==> src/rtl/bfsp_ram.sv <==
// ----------------------------------------------------------------------------
// bfsp_ram
// Generic single-port-write, single-port-read RAM with a registered read.
// The read data holds while no read is issued.
// ----------------------------------------------------------------------------
module bfsp_ram #(
   parameter int WIDTH = 8,
   parameter int DEPTH = 16
) (
   input  logic                                     clock,
   input  logic                                     wr_en,
   input  logic [(DEPTH > 1 ? $clog2(DEPTH) : 1)-1:0] wr_addr,
   input  logic [WIDTH-1:0]                         wr_data,
   input  logic                                     rd_en,
   input  logic [(DEPTH > 1 ? $clog2(DEPTH) : 1)-1:0] rd_addr,
   output logic [WIDTH-1:0]                         rd_data
);

   logic [WIDTH-1:0] mem_ff [DEPTH];
   logic [WIDTH-1:0] rd_data_ff;

   always_ff @(posedge clock) begin
      if (wr_en) begin
         mem_ff[wr_addr] <= wr_data;
      end
      if (rd_en) begin
         rd_data_ff <= mem_ff[rd_addr];
      end
   end

   assign rd_data = rd_data_ff;

endmodule

==> config.mk <==
export PLATFORM = sky130hd
export DESIGN_NAME = bfsp_ram
export DESIGN_NICKNAME = d
export VERILOG_FILES = /design/src/rtl/bfsp_ram.sv
export SDC_FILE = /design/constraint.sdc
export NUM_CORES = 1
export LEC_CHECK = 0
export BUFFER_PORTS_ARGS = -buffer_cell sky130_fd_sc_hd__buf_2
export CAP_MARGIN = 30
export CORE_ASPECT_RATIO = 2
export CORE_UTILIZATION = 49
export CTS_CLUSTER_SIZE = 12
export DETAILED_ROUTE_END_ITERATION = 6
export PLACE_DENSITY = 0.66
export SLEW_MARGIN = 30
export SYNTH_ARGS = -nofsm -noshare
export SYNTH_HDL_FRONTEND = slang
export SYNTH_SLANG_ARGS = --single-unit
==> constraint.sdc <==
create_clock -name clock -period 2.3 [get_ports clock]
set_input_delay 0.345 -clock clock [delete_from_list [all_inputs] [get_ports clock]]
set_output_delay 0.345 -clock clock [all_outputs]
set_load 0.1 [all_outputs]
==> results of run 1 <==
[cell type report]
cell class / count / area (sq um)
Fill cell: 748 / 4214
Sequential cell: 136 / 4084
Multi-Input combinational cell: 83 / 1057
Clock buffer: 19 / 432.9
Timing Repair Buffer: 48 / 320.3
Tap cell: 137 / 171.4
Clock inverter: 13 / 131.4
[state kept, by name (all words and copies together), names as in the netlist]
name     cells
mem_ff     128
rd_data      8
[synth_stat cells]
| library cell | instances | share of area [%] |
|---|---|---|
| buf_2 | 3 | 0.29 |
| nand2_1 | 9 | 0.65 |
| and2b_1 | 1 | 0.14 |
| nor2_1 | 13 | 0.93 |
| or3b_2 | 1 | 0.17 |
| nand3b_1 | 2 | 0.29 |
| and2_1 | 1 | 0.12 |
| a22oi_1 | 16 | 2.3 |
| mux4_2 | 18 | 7.8 |
| nor3_1 | 4 | 0.38 |
| nand3_1 | 1 | 0.096 |
| mux4_1 | 14 | 7.0 |
| nand2b_1 | 2 | 0.24 |
| buf_6 | 3 | 0.65 |
| buf_4 | 1 | 0.14 |
| clkdlybuf4s25_2 | 3 | 0.57 |
| nor2b_1 | 1 | 0.12 |
| edfxtp_1 | 136 | 78 |
[metrics by stage]
stage          instances  setup slack, ps
3_3_place_gp         404            407.0
4_1_cts              436            727.2
6_report             436            767.5
5_1_grt              436            709.7
3_5_place_dp         404            406.4
2_1_floorplan        229            462.1
[worst max path at each step]
stage / start / endpoint / slack, ps / cells after the start
final: rd_data[5] / rd_data[5] / 770 / 1
after global routing: rd_data[5] / rd_data[5] / 710 / 1
after CTS: rd_data[0] / rd_data[0] / 730 / 1
after detailed placement: rd_addr[0] / rd_data[5] / 410 / 5
after global placement: rd_addr[0] / rd_data[5] / 410 / 5
after floorplan: wr_addr[2] / mem_ff[0][0] / 460 / 2
[routing by layer]
layer	track usage, %	part of all wire (%)	up-vias	wire (um)
li1	-	-	1095	-
met1	23.35	35	1258	3490
met2	35.59	58	90	5717
met3	5.285	3.9	20	389
met4	9.906	2.6	0	255
met5	0	0	-	0
[where the power goes]
group / switching, W / internal [W] / total [W]
Clock: 0.000976 / 0.00158 / 0.00256
Sequential: 0.0000132 / 0.00279 / 0.00281
Combinational: 0.000227 / 0.000110 / 0.000337
[logic make-up after synthesis]
family                 Yosys count  synth area share (%)
muxes                           32                 14.79
AOI/OAI and AO/OA               16                 2.298
buffers and inverters           10                 1.651
and+or+nand+nor                 35                 3.136
DFF                            136                 78.12
==> impl_results.md, run 1 <==
* DR iter-0 viols at 164
* Die height at 148.1 um
* Clk sinks at around 140
* Cell family with most CP delay: buffers and inverters
* Worst skew pair latency at 410 ps
* Hold Fails Final Rpt at 0
* Worst-path clk slew at 60 ps
* P&R area growth vs syn at 18.55%
* Hold Crit Start: rd_en
* Worst r2r dst: rd_data[5]
* Grt ovf at 0
* Min-Delay Path Class: input pin to flop
* Post-route minimum period at 1532 ps
* Io pins at 27
* Synth warnings at 0
* Post-synthesis sequential area ratio at 78.12%
* Core Region at 0.01041 sq mm
* Synthesized area at 0.005228 sq mm
* Clock buffer depth at 2
* WHS at 302.9 ps
* Global Route Usage Sum at 20.72%
* Distinct cells, synth at 18
* Critical Path RT at 1960 ps
* ANT cells at 0
* Largest net degree at the start of global routing at 33
* Postcts setup bufs at 0
* Fin crit share at approximately 67%
* Die width at 75.04 um
* DP Wirelength at around 6600 um
* CP Launch Type: flop
* Port Buf Inserts at 26
* WP data arrival at 1190 ps
* Final setup skew at 8.907 ps
* Post-DP Area at between 0.005 and 0.006 sq mm
* Number of antenna violations at the first check in global routing at 0
* Reg2reg path depth at 3
* Reg2Reg Setup Slack at 850 ps
* Routed wire length at 9853 um
* P_leak at 2.104 nW
* Setup TNS at 0 ps
* Initial Utilization at 50.21%
* CTS buffer count at 17
* Vias at roughly 2500
* Final Total Pwr at 0.005702 W
* Synthesized net count at 248
* Most frequent cells in the layout: 136 x edfxtp_1, 26 x buf_2, 20 x buf_4
* CTS H-tree depth at 4
* CP peak stage delay at 430 ps
* DR pass1 iterations at 6
* Hold-fix buffers, CTS at 0
* PD cells at 920.1 mW/mm^2
* Worst Hold Endpoint: rd_data[3]
* Placer Congestion at 0.7119
* Vias in the first global route at ~2600
* Worst path slowest cell: buf_2
* RR Startpoint: mem_ff[1][5]
* Fin. max-slew vios at 0
* Hold path depth at 1
* Endpoints failing setup at 0
* Layout Utilization at 59.52%
* Least-Margin Pin Slew at 634.1 ps
* Flops & latches, synth at 136
* CP Buf/Inv Count at 1
* Post-CTS sizing at 0
* Clk Tree Root Cell: clkbuf_16
* Per-cell routed wire length at 22.60 um
* Post-route DRC at 2
* Crit-path cells: buf_2
* Crit path kind: flop to output pin
* Failing checks: DRC
* CTS tree: yes
* Post-route cell area at 0.006197 sq mm
* Peak supply drop at 0.0005702 V
* Rows at 53
* Outcome: complete, but fails checks
* Die ar. at around 0.011 sq mm
* Max_cap viols at 0
* DR vias/cell at 5.649
* Slew headroom at 57.57%
* Endpoint class of the critical path: output pin
* Average cell area after synthesis at 22.83 sq um
* Syn Inst Count at 229
* Share of cells above drive strength 1 at a little under a third
* First-pass GRT wire length at ~15000 um
* Commonest non-fill, non-tap cell in the layout: edfxtp_1
* NumNets Final at between 300 and 400
* Achievable Freq at 652.5 MHz
* Post-DRT Antenna Nets at 0
* RSZ-0062 raised after global routing: false
* Worst-path fanout max at 1
Note: power is estimated with default switching activity, not from simulation.
==> run 2: changes to the inputs <==
clock period = 1.6 ns   (was 2.3 ns; I/O delays follow)
==> run 2 against run 1 <==
  * The flow now finishes without violations
  * Combinational power is 48% higher
  * Core utilization rose by 1.4 points
  * Die area did not move
  * Final area is 2.4% higher
  * Routed wire length is 1.8% higher
  * Critical path type is now flop to flop
  * Critical endpoint is now rd_data[5]
  * Largest power group is now the clock network
==> impl_results.md, run 2 (synthesized netlist as in run 1, its figures left out) <==
* ANT cells at 0 (unchanged)
* Least-Margin Pin Slew at 503.0 ps (was 634.1 ps)
* DRT met1 WL at 3759 um (was 3490 um)
* Hold-fix buffers, CTS at 0 (unchanged)
* Critical Path RT at 1750 ps (was 1960 ps)
* Clk Tree Root Cell: clkbuf_16 (unchanged)
* Commonest non-fill, non-tap cell in the layout: edfxtp_1 (unchanged)
* Layout Utilization at 60.93% (was 59.52%)
* Highest routed metal layer: met4 (unchanged)
* Biggest register: mem_ff (unchanged)
* Cell family with most CP delay: multiplexers (was buffers and inverters)
* Crit path kind: flop to flop (was flop to output pin)
* Post-route DRC at 0 (was 2)
* Worst skew pair latency at 410 ps (about the same)
* Post-route minimum period at around 1500 ps
* Core Region at 0.01041 sq mm (unchanged)
* Initial Utilization at 50.21% (unchanged)
* Most frequent cells in the layout: 136 x edfxtp_1, 26 x buf_2, 19 x buf_4 (was 136 x edfxtp_1, 26 x buf_2, 20 x buf_4)
* CTS tree: yes (unchanged)
* Final Total Pwr at 0.008918 W (was 0.005702 W)
* Number of antenna violations at the first check in global routing at 0 (unchanged)
* Hold Fails Final Rpt at 0 (unchanged)
* Grt ovf at 0 (unchanged)
* DR vias/cell at 5.755 (was 5.649)
* Achievable Freq at between 600 and 700 MHz
* CP peak stage delay at 540 ps (was 430 ps)
* CTS H-tree depth at 4 (unchanged)
* Routed wire length at 10030 um (was 9853 um)
* P&R area growth vs syn at 21.35% (was 18.55%)
* Worst path slowest cell: mux4_1 (was buf_2)
* Met3 routed WL at 271 um (was 389 um)
* Largest net degree at the start of global routing at 23 (was 33)
* First-pass GRT wire length at 15390 um (was 15290 um)
* Per-cell routed wire length at 22.95 um (was 22.60 um)
* PD cells at 1406 mW/mm^2 (was 920.1 mW/mm^2)
* Postcts setup bufs at 0 (unchanged)
* Share of cells above drive strength 1 at 33.33% (was 31.77%)
* Slew headroom at 66.70% (was 57.57%)
* DP Wirelength at 6510 um (was 6611 um)
* P_leak at 2.177 nW (was 2.104 nW)
* Io pins at 27 (unchanged)
* Max FFs per register at 128 (unchanged)
* Min-Delay Path Class: input pin to flop (unchanged)
* DR iter-0 viols at 251 (was 164)
* NumNets Final at 306 (was 305)
* Fin crit share at 93.87%
* Endpoint class of the critical path: flop (was output pin)
* CP Launch Type: flop (unchanged)
* Crit-path cells: mux4_1 -> a22oi_1 -> nand2_1 (was buf_2)
* Setup TNS at 0 ps (unchanged)
* Worst-path fanout max at 1 (unchanged)
* Post-CTS sizing at 0 (unchanged)
* DR pass1 iterations at 4 (was 6)
* Layout filler cell count at 764 (was 748)
* Hold path depth at 1 (unchanged)
* Max_cap viols at 0 (unchanged)
* Die ar. at 0.01111 sq mm (unchanged)
* Die height at 148.1 um (unchanged)
* Post-DRT Antenna Nets at 0 (unchanged)
* Cell depth of the worst setup path at 3 (was 1)
* Vias in the first global route at 2696 (was 2628)
* Rows at 53 (unchanged)
* Global Route Usage Sum at 20.73% (was 20.72%)
* Fin cells at 437 (was 436)
* Multi-input gate area at 0.001062 sq mm (was 0.001057 sq mm)
* Wire length on met2 at 5624 um (was 5717 um)
* Final setup skew at 6.006 ps (was 8.907 ps)
* Die width at 75.04 um (unchanged)
* Worst-path clk slew at 60 ps (about the same)
* WP data arrival at 1660 ps (was 1190 ps)
* Reg2reg path depth at 3 (unchanged)
* Peak supply drop at 0.0008511 V (was 0.0005702 V)
* CTS buffer count at 17 (unchanged)
* CP Buf/Inv Count at 0 (was 1)
* Clock buffer depth at 2 (unchanged)
* Placer Congestion at 0.7856 (was 0.7119)
* RSZ-0062 raised after global routing: false (unchanged)
* Vias at 2515 (was 2463)
* FF+latch area at 0.004084 sq mm (unchanged)
* Endpoints failing setup at 0 (unchanged)
* Outcome: complete, no violations (was complete, but fails checks)
* Fin. max-slew vios at 0 (unchanged)
* Cells after DPL at 405 (was 404)
* Clk sinks at 136 (unchanged)
* Port Buf Inserts at 26 (unchanged)
run 2: cell count changes in the layout (fill, tap and decap cells not counted):
cell / delta
clkinv_1: -1
bufinv_16: +4
nor3_2: +1
inv_8: +1
clkinv_2: -1
clkinv_4: -1
clkbuf_1: -2
buf_4: -1
nor3_1: -1
clkinvlp_4: -2
buf_12: +2
inv_6: +2
run 2: layout make-up:
cell class | count | area share (%)
Timing Repair Buffer | 49 | 5.562
Clock inverter | 15 | 3.905
Multi-Input combinational cell | 83 | 16.75
Sequential cell | 136 | 64.38
Tap cell | 137 | 2.702
Clock buffer | 17 | 6.706
run 2: through the flow:
step / hold slack (ps) / setup WS, ps / area [sq um]
global placement: 616.4 / -143.6 / 5670
detailed placement: 620.2 / -167.2 / 5670
floorplan: 338.9 / 77.59 / 5233
global route: 185.8 / 13.84 / 6344
finish: 192.4 / 98.12 / 6344
CTS: 195.1 / 67.83 / 6344
run 2: worst register-to-register path, delay by kind of cell (launching register included):
family,cells,cell delay [ps]
AO/OA/AOI/OAI,1,270
flip-flops,1,360
multiplexers,1,540
AND/OR/NAND/NOR,1,80
run 2: power breakdown:
group          switching [W]  leakage, nW  internal, W
Clock                0.00145        0.327      0.00294
Combinational       0.000331        0.614     0.000169
Sequential         0.0000178         1.24      0.00401
Total                0.00180         2.18      0.00712
run 2: routing by layer:
layer | vias to the layer above | track usage (%)
li1 | 1100 | -
met1 | 1321 | 24.39
met2 | 74 | 34.55
met3 | 20 | 4.472
met4 | 0 | 11.32
met5 | - | 0
run 2: worst paths after layout:
path | from | to | slack [ps]
max | mem_ff[1][5] | rd_data[5] | 100
max reg2reg | mem_ff[1][5] | rd_data[5] | 100
min reg2reg | mem_ff[14][6] | rd_data[6] | 750
min | rd_en | rd_data[7] | 190
==> run 3: changes to the inputs <==
CORE_UTILIZATION = 58   (was 49)
CTS_BUF_LIST = sky130_fd_sc_hd__clkbuf_16   (was unset)
PLACE_DENSITY = 0.76   (was 0.66)
clock period = 1.5 ns   (was 1.6 ns; I/O delays follow)
==> run 3 against run 2 <==
  * Die area down 15%
  * Clock skew up 1.8 ps
  * Clock power down 13%
  * Sequential share of layout area up 1.6 points
  * Final area down 2.4%
  * Clock-buffer cell count unchanged
  * Power down 3.1%
  * Final cell count down 8.0%
  * Largest cell class unchanged
==> impl_results.md, run 3 (synthesized netlist as in run 1, its figures left out) <==
* PD cells at 1396 mW/mm^2 (was 1406 mW/mm^2)
* Vias at 2542 (was 2515)
* Achievable Freq at 686.0 MHz (was 665.8 MHz)
* Hold Crit Start: rd_en (unchanged)
* Per-cell routed wire length at 25.04 um (was 22.95 um)
* CTS buffer count at 17 (unchanged)
* Fin crit share at 97.18% (was 93.87%)
* Endpoints failing setup at 0 (unchanged)
* Die width at 69.13 um (was 75.04 um)
* Setup TNS at 0 ps (unchanged)
* P_leak at 2.140 nW (was 2.177 nW)
* Share of cells above drive strength 1 at 33.44% (was 33.33%)
* DP Wirelength at 6694 um (was 6510 um)
* Post-DP Area at 0.005647 sq mm (was 0.005670 sq mm)
* Max FFs per register at 128 (unchanged)
* Rows at 48 (was 53)
* ANT cells at 0 (unchanged)
* Reg2Reg Setup Slack at 40 ps (was 100 ps)
* NumNets Final at 309 (was 306)
* Worst Hold Endpoint: rd_data[3] (was rd_data[7])
* Least-Margin Pin Slew at 753.8 ps (was 503.0 ps)
* Peak supply drop at 0.001435 V (was 0.0008511 V)
* Critical Path RT at 1660 ps (was 1750 ps)
* Layout filler cell count at 516 (was 764)
* Max_cap viols at 0 (unchanged)
* Final setup skew at 7.796 ps (was 6.006 ps)
* Vias in the first global route at 2607 (was 2696)
* Io pins at 27 (unchanged)
* Post-route minimum period at 1458 ps (was 1502 ps)
* Global Route Usage Sum at 23.96% (was 20.73%)
* Initial Utilization at 60.03% (was 50.21%)
* Worst-path fanout max at 1 (unchanged)
* Post-route cell area at 0.006191 sq mm (was 0.006344 sq mm)
* Biggest register: mem_ff (unchanged)
* Postcts setup bufs at 0 (unchanged)
* Post-DRT Antenna Nets at 0 (unchanged)
* Hold Fails Final Rpt at 0 (unchanged)
* DR iter-0 viols at 225 (was 251)
* Port Buf Inserts at 26 (unchanged)
* Reg2reg path depth at 3 (unchanged)
* Die ar. at 0.009420 sq mm (was 0.01111 sq mm)
* Largest net degree at the start of global routing at 21 (was 23)
* CTS tree: yes (unchanged)
* Clk Tree Root Cell: clkbuf_16 (unchanged)
* Die height at 136.3 um (was 148.1 um)
* Clock power frac at 43.9% (was 49.2%)
* CP Launch Type: flop (unchanged)
* Outcome: complete, no violations (unchanged)
* First-pass GRT wire length at 15380 um (was 15390 um)
* Number of antenna violations at the first check in global routing at 0 (unchanged)
* Worst r2r dst: rd_data[5] (unchanged)
* Clk sinks at 136 (unchanged)
* Core Region at 0.008708 sq mm (was 0.01041 sq mm)
* Grt ovf at 0 (unchanged)
* Hold path depth at 1 (unchanged)
* Worst skew pair latency at 410 ps (about the same)
* Min-Delay Path Class: input pin to flop (unchanged)
* Layout Utilization at 71.09% (was 60.93%)
* Internal power at 0.006851 W (was 0.007118 W)
* DR vias/cell at 6.323 (was 5.755)
* Most frequent cells in the layout: 136 x edfxtp_1, 26 x buf_2, 22 x buf_4 (was 136 x edfxtp_1, 26 x buf_2, 19 x buf_4)
* Endpoint class of the critical path: flop (unchanged)
* Worst-path clk slew at 60 ps (about the same)
* WHS at 183.3 ps (was 192.4 ps)
* DR pass1 iterations at 4 (unchanged)
* RR Startpoint: mem_ff[1][5] (unchanged)
* Hold-fix buffers, CTS at 0 (unchanged)
* Routed wire length at 10070 um (was 10030 um)
* Switching Share at 20.73% (was 20.18%)
* P&R area growth vs syn at 18.43% (was 21.35%)
* Comb power frac at 6.2% (was 5.6%)
* Clock buffer depth at 2 (unchanged)
* Post-route DRC at 0 (unchanged)
* RSZ-0062 raised after global routing: false (unchanged)
* Sequential Power Share at 49.9% (was 45.2%)
* Slew headroom at 49.65% (was 66.70%)
* WP data arrival at 1620 ps (was 1660 ps)
* Crit path kind: flop to flop (unchanged)
* Fin. max-slew vios at 0 (unchanged)
* CTS H-tree depth at 4 (unchanged)
* Commonest non-fill, non-tap cell in the layout: edfxtp_1 (unchanged)
* Placer Congestion at 0.7650 (was 0.7856)
* P_sw at 0.001791 W (was 0.001800 W)
* Post-CTS sizing at 1 (was 0)
[run 3: cell types whose count changed in the layout (fill, tap and decap cells not counted), moves of 2 or more]
cell,before,now
clkinv_2,2,7
bufinv_16,6,2
buf_4,19,22
clkinv_4,2,0
inv_1,0,2
inv_6,2,0
[run 3: worst max-delay path by stage]
stage               slack (ps)  cells past startpoint         end          from
finish                      40                      3  rd_data[5]  mem_ff[1][5]
global route                 1                      1  rd_data[7]    rd_data[7]
CTS                         10                      3  rd_data[5]  mem_ff[1][5]
detailed placement        -230                      5  rd_data[3]    rd_addr[0]
global placement          -210                      5  rd_data[7]    rd_addr[0]
floorplan                   -1                      5  rd_data[1]    rd_addr[0]
[run 3: through the flow]
| stage | total power, W | instances | setup slack, ps |
|---|---|---|---|
| after floorplan | 0.004732 | 229 | -0.9643 |
| after global placement | 0.004906 | 371 | -210.0 |
| after detailed placement | 0.004924 | 371 | -227.2 |
| after CTS | 0.008697 | 402 | 12.27 |
| after global routing | 0.008872 | 402 | 1.338 |
| final | 0.008642 | 402 | 42.23 |
[run 3: cell type report]
class | instances | area [sq um] | share of cell area (%)
Sequential cell | 136 | 4084 | 65.97
Multi-Input combinational cell | 83 | 1064 | 17.18
Clock buffer | 17 | 425.4 | 6.871
Timing Repair Buffer | 52 | 375.4 | 6.063
Tap cell | 100 | 125.1 | 2.021
Clock inverter | 14 | 117.6 | 1.900
[run 3: worst max-delay path: stages, from the launching register on]
cell	delay [ps]
edfxtp_1	380
mux4_1	550
a22oi_2	190
nand2_1	90
[run 3: routing by layer]
metal | wire (um) | share of wire [%] | GRT usage, %
met4 | 252 | 2.5 | 13.15
met2 | 5750 | 57 | 42.50
met5 | 0 | 0 | 0
met1 | 3502 | 35 | 25.76
met3 | 561 | 5.6 | 6.301
[run 3: power by group through the flow]
stage | sequential [W] | clock (W) | combinational [W]
2_1_floorplan | 0.00451 | 0 | 0.000219
3_3_place_gp | 0.00438 | 0 | 0.000524
5_1_grt | 0.00431 | 0.00399 | 0.000567
6_report | 0.00431 | 0.00380 | 0.000538
4_1_cts | 0.00431 | 0.00385 | 0.000540
3_5_place_dp | 0.00439 | 0 | 0.000538
